## src/design/tmef_pkg.sv

```systemverilog
`timescale 1ns / 1ps
// ----------------------------------------------------------------------------
// tmef_pkg
// Shared constants and types for the thermistor median/EMA filter.
// ----------------------------------------------------------------------------
package tmef_pkg;

    localparam int WINDOW_DEF      = 5;
    localparam int SAMPLE_BITS_DEF = 12;

    localparam int FRAC_BITS  = 4;
    localparam int FAST_SHIFT = 2;
    localparam int SLOW_SHIFT = 4;
    localparam int DROP_RESET = 10;

    localparam int APB_DATA_W = 32;
    localparam int APB_ADDR_W = 3;

    // register index taken from paddr[2]
    localparam logic REG_DROP = 1'b0;

    typedef enum logic [1:0] {
        ST_IDLE,
        ST_SCAN,
        ST_EMA,
        ST_OUT
    } t_state;

endpackage

```

## src/design/thermistor_median_ema_filter_unit.sv

```systemverilog
`timescale 1ns / 1ps
// ----------------------------------------------------------------------------
// thermistor_median_ema_filter_unit
// Median of a ring of WINDOW samples followed by an asymmetric Q4 EMA.
// ----------------------------------------------------------------------------
//  channel  | handshake                    | payload
//  ---------+------------------------------+----------------------------------
//  in       | i_in_valid / o_in_stall      | i_raw_sample
//  out      | o_out_valid / i_out_stall    | o_filtered_code, o_median_code,
//           |                              | o_is_seed
//  cfg      | APB psel/penable/pwrite      | drop_threshold at paddr[2] = 0
//
//  One word goes through the steps in order: it is stored, the shared compare
//  row tests up to WINDOW candidates for the median, one candidate per
//  cycle, one EMA update follows, then the result holds until taken.
//  A zero sample is accepted without being stored and gives no result.
//  Synchronous active-low reset; the sample ring needs no clearing.
//  o_in_stall is high from the median scan until the result is taken.
// ----------------------------------------------------------------------------
module thermistor_median_ema_filter_unit #(
    parameter int WINDOW      = tmef_pkg::WINDOW_DEF,
    parameter int SAMPLE_BITS = tmef_pkg::SAMPLE_BITS_DEF
) (
    input  logic                            i_clk,
    input  logic                            i_rst_n,

    input  logic                            i_in_valid,
    output logic                            o_in_stall,
    input  logic [SAMPLE_BITS-1:0]          i_raw_sample,

    output logic                            o_out_valid,
    input  logic                            i_out_stall,
    output logic [SAMPLE_BITS-1:0]          o_filtered_code,
    output logic [SAMPLE_BITS-1:0]          o_median_code,
    output logic                            o_is_seed,

    input  logic                            psel,
    input  logic                            penable,
    input  logic                            pwrite,
    input  logic [tmef_pkg::APB_ADDR_W-1:0] paddr,
    input  logic [tmef_pkg::APB_DATA_W-1:0] pwdata,
    output logic [tmef_pkg::APB_DATA_W-1:0] prdata,
    output logic                            pready
);

    localparam int IDX_W = $clog2(WINDOW);
    localparam int CNT_W = $clog2(WINDOW + 1);
    localparam int ACC_W = SAMPLE_BITS + tmef_pkg::FRAC_BITS;
    localparam int EXT_W = ACC_W + 1;
    localparam logic [IDX_W-1:0] LAST_SLOT = IDX_W'(WINDOW - 1);
    localparam logic [CNT_W-1:0] FULL_CNT  = CNT_W'(WINDOW);

    tmef_pkg::t_state r_state, n_state;

    logic [SAMPLE_BITS-1:0] r_store [WINDOW];
    logic [IDX_W-1:0]       r_slot, n_slot;
    logic                   r_full, n_full;
    logic [CNT_W-1:0]       r_count, n_count;
    logic [IDX_W-1:0]       r_cand, n_cand;
    logic [ACC_W-1:0]       r_acc, n_acc;
    logic                   r_seeded, n_seeded;
    logic [SAMPLE_BITS-1:0] r_med, n_med;
    logic [SAMPLE_BITS-1:0] r_filt, n_filt;
    logic                   r_is_seed, n_is_seed;
    logic [SAMPLE_BITS-1:0] r_thr;

    logic                   store_en;
    logic                   in_acc;
    logic                   cfg_wr;

    // ---- config port
    assign pready = 1'b1;
    assign cfg_wr = psel && penable && pwrite && (paddr[2] == tmef_pkg::REG_DROP);

    always_ff @(posedge i_clk) begin
        if (!i_rst_n) begin
            r_thr <= SAMPLE_BITS'(tmef_pkg::DROP_RESET);
        end else if (cfg_wr) begin
            r_thr <= pwdata[SAMPLE_BITS-1:0];
        end
    end

    always_comb begin
        prdata = '0;
        if (paddr[2] == tmef_pkg::REG_DROP) begin
            prdata = tmef_pkg::APB_DATA_W'(r_thr);
        end
    end

    // ---- sample ring
    always_ff @(posedge i_clk) begin
        if (store_en) begin
            r_store[r_slot] <= i_raw_sample;
        end
    end

    // ---- shared compare row: rank of one candidate against all filled entries
    logic [SAMPLE_BITS-1:0] cand_val;
    logic [CNT_W-1:0]       cnt_lt, cnt_le, half;
    logic                   hit;

    assign cand_val = r_store[r_cand];
    assign half     = r_count >> 1;

    always_comb begin
        cnt_lt = '0;
        cnt_le = '0;
        for (int j = 0; j < WINDOW; j++) begin
            if (CNT_W'(j) < r_count) begin
                cnt_lt = cnt_lt + CNT_W'(r_store[j] <  cand_val);
                cnt_le = cnt_le + CNT_W'(r_store[j] <= cand_val);
            end
        end
    end

    assign hit = (cnt_lt <= half) && (half < cnt_le);

    // ---- EMA step
    logic [SAMPLE_BITS-1:0] prev;
    logic                   go_fast;
    logic [EXT_W-1:0]       acc_fast, acc_slow;
    logic [ACC_W-1:0]       acc_next;

    assign prev    = r_acc[ACC_W-1:tmef_pkg::FRAC_BITS];
    assign go_fast = ({1'b0, r_med} + {1'b0, r_thr}) < {1'b0, prev};
    assign acc_fast = EXT_W'(r_acc) - EXT_W'(r_acc >> tmef_pkg::FAST_SHIFT)
                    + (EXT_W'(r_med) << (tmef_pkg::FRAC_BITS - tmef_pkg::FAST_SHIFT));
    assign acc_slow = EXT_W'(r_acc) - EXT_W'(r_acc >> tmef_pkg::SLOW_SHIFT)
                    + EXT_W'(r_med);

    always_comb begin
        if (!r_seeded) begin
            acc_next = ACC_W'(r_med) << tmef_pkg::FRAC_BITS;
        end else if (go_fast) begin
            acc_next = acc_fast[ACC_W-1:0];
        end else begin
            acc_next = acc_slow[ACC_W-1:0];
        end
    end

    // ---- sequencer
    assign o_in_stall = (r_state != tmef_pkg::ST_IDLE);
    assign in_acc     = i_in_valid && !o_in_stall;
    assign store_en   = in_acc && (i_raw_sample != '0);

    always_comb begin
        n_state   = r_state;
        n_slot    = r_slot;
        n_full    = r_full;
        n_count   = r_count;
        n_cand    = r_cand;
        n_acc     = r_acc;
        n_seeded  = r_seeded;
        n_med     = r_med;
        n_filt    = r_filt;
        n_is_seed = r_is_seed;
        case (r_state)
            tmef_pkg::ST_IDLE: begin
                if (store_en) begin
                    n_cand  = '0;
                    n_state = tmef_pkg::ST_SCAN;
                    if (r_slot == LAST_SLOT) begin
                        n_slot = '0;
                        n_full = 1'b1;
                    end else begin
                        n_slot = r_slot + IDX_W'(1);
                    end
                    if (r_full || (r_slot == LAST_SLOT)) begin
                        n_count = FULL_CNT;
                    end else begin
                        n_count = CNT_W'(r_slot) + CNT_W'(1);
                    end
                end
            end
            tmef_pkg::ST_SCAN: begin
                if (hit) begin
                    n_med   = cand_val;
                    n_state = tmef_pkg::ST_EMA;
                end else begin
                    n_cand = r_cand + IDX_W'(1);
                end
            end
            tmef_pkg::ST_EMA: begin
                n_acc     = acc_next;
                n_filt    = acc_next[ACC_W-1:tmef_pkg::FRAC_BITS];
                n_is_seed = !r_seeded;
                n_seeded  = 1'b1;
                n_state   = tmef_pkg::ST_OUT;
            end
            tmef_pkg::ST_OUT: begin
                if (!i_out_stall) begin
                    n_state = tmef_pkg::ST_IDLE;
                end
            end
            default: begin
                n_state = tmef_pkg::ST_IDLE;
            end
        endcase
    end

    always_ff @(posedge i_clk) begin
        if (!i_rst_n) begin
            r_state  <= tmef_pkg::ST_IDLE;
            r_slot   <= '0;
            r_full   <= 1'b0;
            r_count  <= '0;
            r_cand   <= '0;
            r_acc    <= '0;
            r_seeded <= 1'b0;
        end else begin
            r_state  <= n_state;
            r_slot   <= n_slot;
            r_full   <= n_full;
            r_count  <= n_count;
            r_cand   <= n_cand;
            r_acc    <= n_acc;
            r_seeded <= n_seeded;
        end
    end

    always_ff @(posedge i_clk) begin
        r_med     <= n_med;
        r_filt    <= n_filt;
        r_is_seed <= n_is_seed;
    end

    assign o_out_valid     = (r_state == tmef_pkg::ST_OUT);
    assign o_filtered_code = r_filt;
    assign o_median_code   = r_med;
    assign o_is_seed       = r_is_seed;

    // ---- checks
    a_scan_in_range: assert property (@(posedge i_clk) disable iff (!i_rst_n)
        (r_state == tmef_pkg::ST_SCAN) |-> (CNT_W'(r_cand) < r_count))
        else $error("median scan ran past filled entries");

    a_seed_sticks: assert property (@(posedge i_clk) disable iff (!i_rst_n)
        !$fell(r_seeded))
        else $error("seed flag cleared outside reset");

    a_out_done: assert property (@(posedge i_clk) disable iff (!i_rst_n)
        (o_out_valid && !i_out_stall) |=> (!o_out_valid && !o_in_stall))
        else $error("result word repeated or input not released");

    a_seed_once: assert property (@(posedge i_clk) disable iff (!i_rst_n)
        (r_state == tmef_pkg::ST_EMA && r_seeded) |=> !o_is_seed)
        else $error("seed flag on a later word");

    a_count_full: assert property (@(posedge i_clk) disable iff (!i_rst_n)
        (r_full && r_state != tmef_pkg::ST_IDLE) |-> (r_count == FULL_CNT))
        else $error("window count wrong after ring filled");

endmodule

```

## config.mk

```make
export PLATFORM = sky130hd
export DESIGN_NAME = thermistor_median_ema_filter_unit
export DESIGN_NICKNAME = d
export VERILOG_FILES = /design/src/design/tmef_pkg.sv /design/src/design/thermistor_median_ema_filter_unit.sv
export SDC_FILE = /design/constraint.sdc
export NUM_CORES = 1
export LEC_CHECK = 0
export BUFFER_PORTS_ARGS = -buffer_cell sky130_fd_sc_hd__buf_4
export CELL_PAD_IN_SITES_DETAIL_PLACEMENT = 0
export CELL_PAD_IN_SITES_GLOBAL_PLACEMENT = 1
export CORE_ASPECT_RATIO = 0.5
export CORE_UTILIZATION = 52
export DETAILED_ROUTE_END_ITERATION = 7
export HOLD_SLACK_MARGIN = 0.08
export PLACE_DENSITY = 0.85
export SYNTH_ARGS = -nofsm -noshare
export SYNTH_HDL_FRONTEND = slang
export SYNTH_SLANG_ARGS = --single-unit
```

## constraint.sdc

```tcl
create_clock -name i_clk -period 12.2 [get_ports i_clk]
set_clock_uncertainty 0.05 [all_clocks]
set_input_delay 1.22 -clock i_clk [delete_from_list [all_inputs] [get_ports i_clk]]
set_output_delay 1.22 -clock i_clk [all_outputs]
set_load 0.01 [all_outputs]
```

==> run_results.csv <==
group,metric,value,unit
placed_design,dp_slack,3998,ps
synth,ys.flop_type,"edfxtp_1",
synth,synth_top_family_by_area,"adder cells",
clock_network,clockBufferDepth,2,
floorplanning,start_util,54.26,%
timing,finalSetupTns,0,ps
grt,grt_max_degree,30,
critical_path,cpMostUsedCell,"ha_1",
clock_network,ctsHoldBuffers,0,
layout,diodes,0,
placed_design,gp_congestion,0.9348,
drt,antenna_left,0,
floorplanning,core-area,20970,um2
power_and_ir_drop,p_switching,0.001330,W
power_and_ir_drop,comb_power_share,57.7,%
placed_design,portBuffers,70,
power_and_ir_drop,leakage,5.333,nW
critical_path,crit_path_max_fanout,24,
clock_network,cts_tree,"built",
drt,first_pass_iters,5,
clock_network,h-tree-depth,4,
grt,antenna_found_initial,0,
timing,finalCriticalPeriod,8249,ps
drt,wl_per_cell,19.31,um
clock_network,path_clk_slew,70,ps
run_status,outcome,"finished, final reports clean",
clock_network,post_cts_resize_count,0,
clock_network,clk_latency,440,ps
synth,synth_cell_types,73,
synth,syn_inst,1041,
timing,tightest_slew,1072,ps
timing,drv_slew,0,
clock_network,clock-root-buffer,"clkbuf_16",
drt,via_per_inst,5.826,
timing,relSlewSlack,28.45,%
drt,drc,0,
timing,rsz0062_at_grt,"false",
power_and_ir_drop,cellPowerDensity,240.0,nW/um2
critical_path,slowest_delay,750,ps
power_and_ir_drop,pwr-share-seq,25.2,%
power_and_ir_drop,internal-power,0.001730,W
clock_network,cts_buffers,17,
grt,grt_pass1_wl,43.46,mm
critical_path,cp-end-kind,"flip-flop",
floorplanning,die_x,211.2,um
synth,synth_edf_count,121,
power_and_ir_drop,p_sw_share,43.47,%
grt,grt_pass1_vias,8293,
clock_network,postCtsSetupBuffers,0,
synth,ys_ff_latch,165,
drt,routed_wl,27.35,mm
run,maxCapViolCount,0,
timing,layout_setup_ws,3951,ps
synth,synthXorXnorAreaFrac,2.771,%
critical_path,worstPathRequired,12210,ps
drt,drtIter0Drc,614,
synth,syn_area_per_cell,10.93,um2
placed_design,dp_hpwl,20.35,mm
clock_network,cts_sinks,165,
timing,fmax,121.2,MHz
drt,vias,8249,
synth,synthTopCellsByArea,"edfxtp_1 32%, ha_1 15%, dfxtp_1 7.7%, mux4_2 4.8%, fa_1 4.6%",
layout,area_delta_synth_final,12.07,%
floorplanning,die_h,106.6,um
critical_path,start_kind,"flip-flop",
timing,fin_crit_sh,67.61,%
synth,synth_top_cell_area_share,31.93,%
synth,synthAdderAreaFrac,19.97,%
layout,drive_gt1_share,14.68,%
timing,finalHoldViolCount,0,
synth,synth-warning-count,0,
floorplanning,die-area,22510,um2
synth,synth_top_area_cell,"edfxtp_1",
layout,nets,1331,
synth,synthesis.area,11380,um2
power_and_ir_drop,ir_worst_vdd,116.9,uV
synth,async_flop_share,0,%
synth,ys_seq_area_share,39.67,%
worst_hold_path,hp-class,"flip-flop to flip-flop",
floorplanning,ios,114,
synth,synth_compound_gate_area_share,13.64,%
timing,final-setup-viol-count,0,
critical_path,critPathArrivalTime,8260,ps
synth,synth-simple-area-share,9.644,%
critical_path,crit_slowest_cell,"nor2_1",
power_and_ir_drop,pwr-share-clk,17.1,%
grt,grt_usage,25.45,%
critical_path,worst-setup-path-type,"flip-flop to flip-flop",
floorplanning,rows,37,
grt,grt-ovfl-total,0,
synth,synthMuxAreaShare,8.005,%
-- state kept, by name (all words and copies together) (netlist names), named ones only --
signal	flops
o_filtered_code	12
o_is_seed	1
o_median_code	12
r_acc	16
r_cand	3
r_count	3
r_full	1
r_seeded	1
r_slot	3
r_state	2
r_store	96
r_thr	12
-- synthesized netlist by cell type (5+ instances only) --
| master | number |
|---|---|
| nor2b_1 | 23 |
| nor4_1 | 8 |
| edfxtp_1 | 121 |
| clkbuf_1 | 23 |
| nand3_1 | 11 |
| mux4_2 | 24 |
| a221o_1 | 5 |
| nand4b_1 | 5 |
| o21ai_1 | 6 |
| a31oi_1 | 9 |
| a21o_1 | 26 |
| buf_4 | 22 |
| and3_1 | 6 |
| nor2_1 | 50 |
| nand2_1 | 55 |
| nand2b_1 | 8 |
| fa_1 | 26 |
| nand4_1 | 18 |
| a21oi_1 | 68 |
| inv_1 | 112 |
| o211ai_1 | 5 |
| a22o_1 | 13 |
| xor2_1 | 11 |
| o21ai_0 | 30 |
| ha_1 | 140 |
| xnor2_1 | 25 |
| mux2i_1 | 28 |
| mux2_2 | 8 |
| nor3_1 | 14 |
| a211oi_1 | 7 |
| o21bai_1 | 11 |
| or3_1 | 5 |
| o21a_1 | 6 |
| dfxtp_1 | 44 |
-- cells by family (layout without fill, tap and decap cells) --
logic type | count (synthesis) | in the layout
buffers and inverters | 166 | 230
flip-flops | 165 | 165
AO/OA/AOI/OAI | 228 | 228
other | 2 | 21
AND/OR/NAND/NOR | 218 | 218
multiplexers | 60 | 60
XOR/XNOR | 36 | 36
adder cells (fa/ha/maj) | 166 | 166
-- layout by cell type, fill, tap and decap left out, drive strengths merged, types with 13 or more instances in the layout --
master  count
edfxtp    121
ha        140
a22o       13
mux4       24
buf        84
xnor2      25
clkbuf     18
nor2       50
nand2      55
fa         26
inv       119
dfxtp      44
conb       21
nor3       14
mux2i      28
a21oi      69
nor2b      23
a21o       26
o21ai      37
nand4      18
-- final timing paths --
path | from | to | slack, ps | cells after the start
worst max-delay path | flip-flop | o_median_code[8]$_DFFE_PP_ | 3950 | 26
worst min-delay path | r_thr[2]$_SDFFE_PN0P_ | r_thr[2]$_SDFFE_PN0P_ | 430 | 2
worst min register to register | r_thr[2]$_SDFFE_PN0P_ | r_thr[2]$_SDFFE_PN0P_ | 430 | 2
worst max register to register | flip-flop | o_median_code[8]$_DFFE_PP_ | 3950 | 26
-- per-stage QoR --
stage | utilization (%) | std cells | cell area [um2] | power [W] | hold slack [ps]
after floorplan | - | 1060 | 11450 | 0.002089 | 387.6
after global placement | 58.09 | 1384 | 12180 | 0.002475 | 406.8
after detailed placement | 58.09 | 1384 | 12180 | 0.002522 | 422.7
after CTS | 60.81 | 1416 | 12750 | 0.003055 | 430.9
after global routing | 60.81 | 1416 | 12750 | 0.003316 | 456.5
final | 60.81 | 1416 | 12750 | 0.003061 | 427.7
-- area by class of cell --
cell class                      count  area [um2]
Fill cell                        1729        8219
Inverter                          114       427.9
Sequential cell                   165        4514
Tap cell                          292       365.4
Clock inverter                     14       140.1
Clock buffer                       18       429.2
Timing Repair Buffer               84       630.6
Multi-Input combinational cell    729        6245
-- power groups by stage --
stage | combinational [W] | clock [W] | sequential (W)
6_report | 0.00177 | 0.000522 | 0.000772
3_5_place_dp | 0.00174 | 0 | 0.000782
4_1_cts | 0.00176 | 0.000529 | 0.000770
5_1_grt | 0.00199 | 0.000547 | 0.000779
3_3_place_gp | 0.00170 | 0 | 0.000779
2_1_floorplan | 0.00134 | 0 | 0.000747
-- layer usage --
metal	share of wire (%)	GRT usage, %	wire [um]	up-vias
met5	0	0	0	-
li1	-	-	-	3929
met2	48	43.33	13160	265
met4	2.0	6.832	538	0
met1	44	34.09	12090	4020
met3	5.7	3.808	1566	35
-- worst max-delay path: cells and delay by family (launching register included) --
kind                       cells  cell delay (ps)
and+or+nand+nor                2              890
adders and majority gates      7             2010
AOI/OAI and AO/OA             11             2170
DFF                            1              320
buffers and inverters          1              420
muxes                          5             1990
Power figures use the tool's default switching activity.
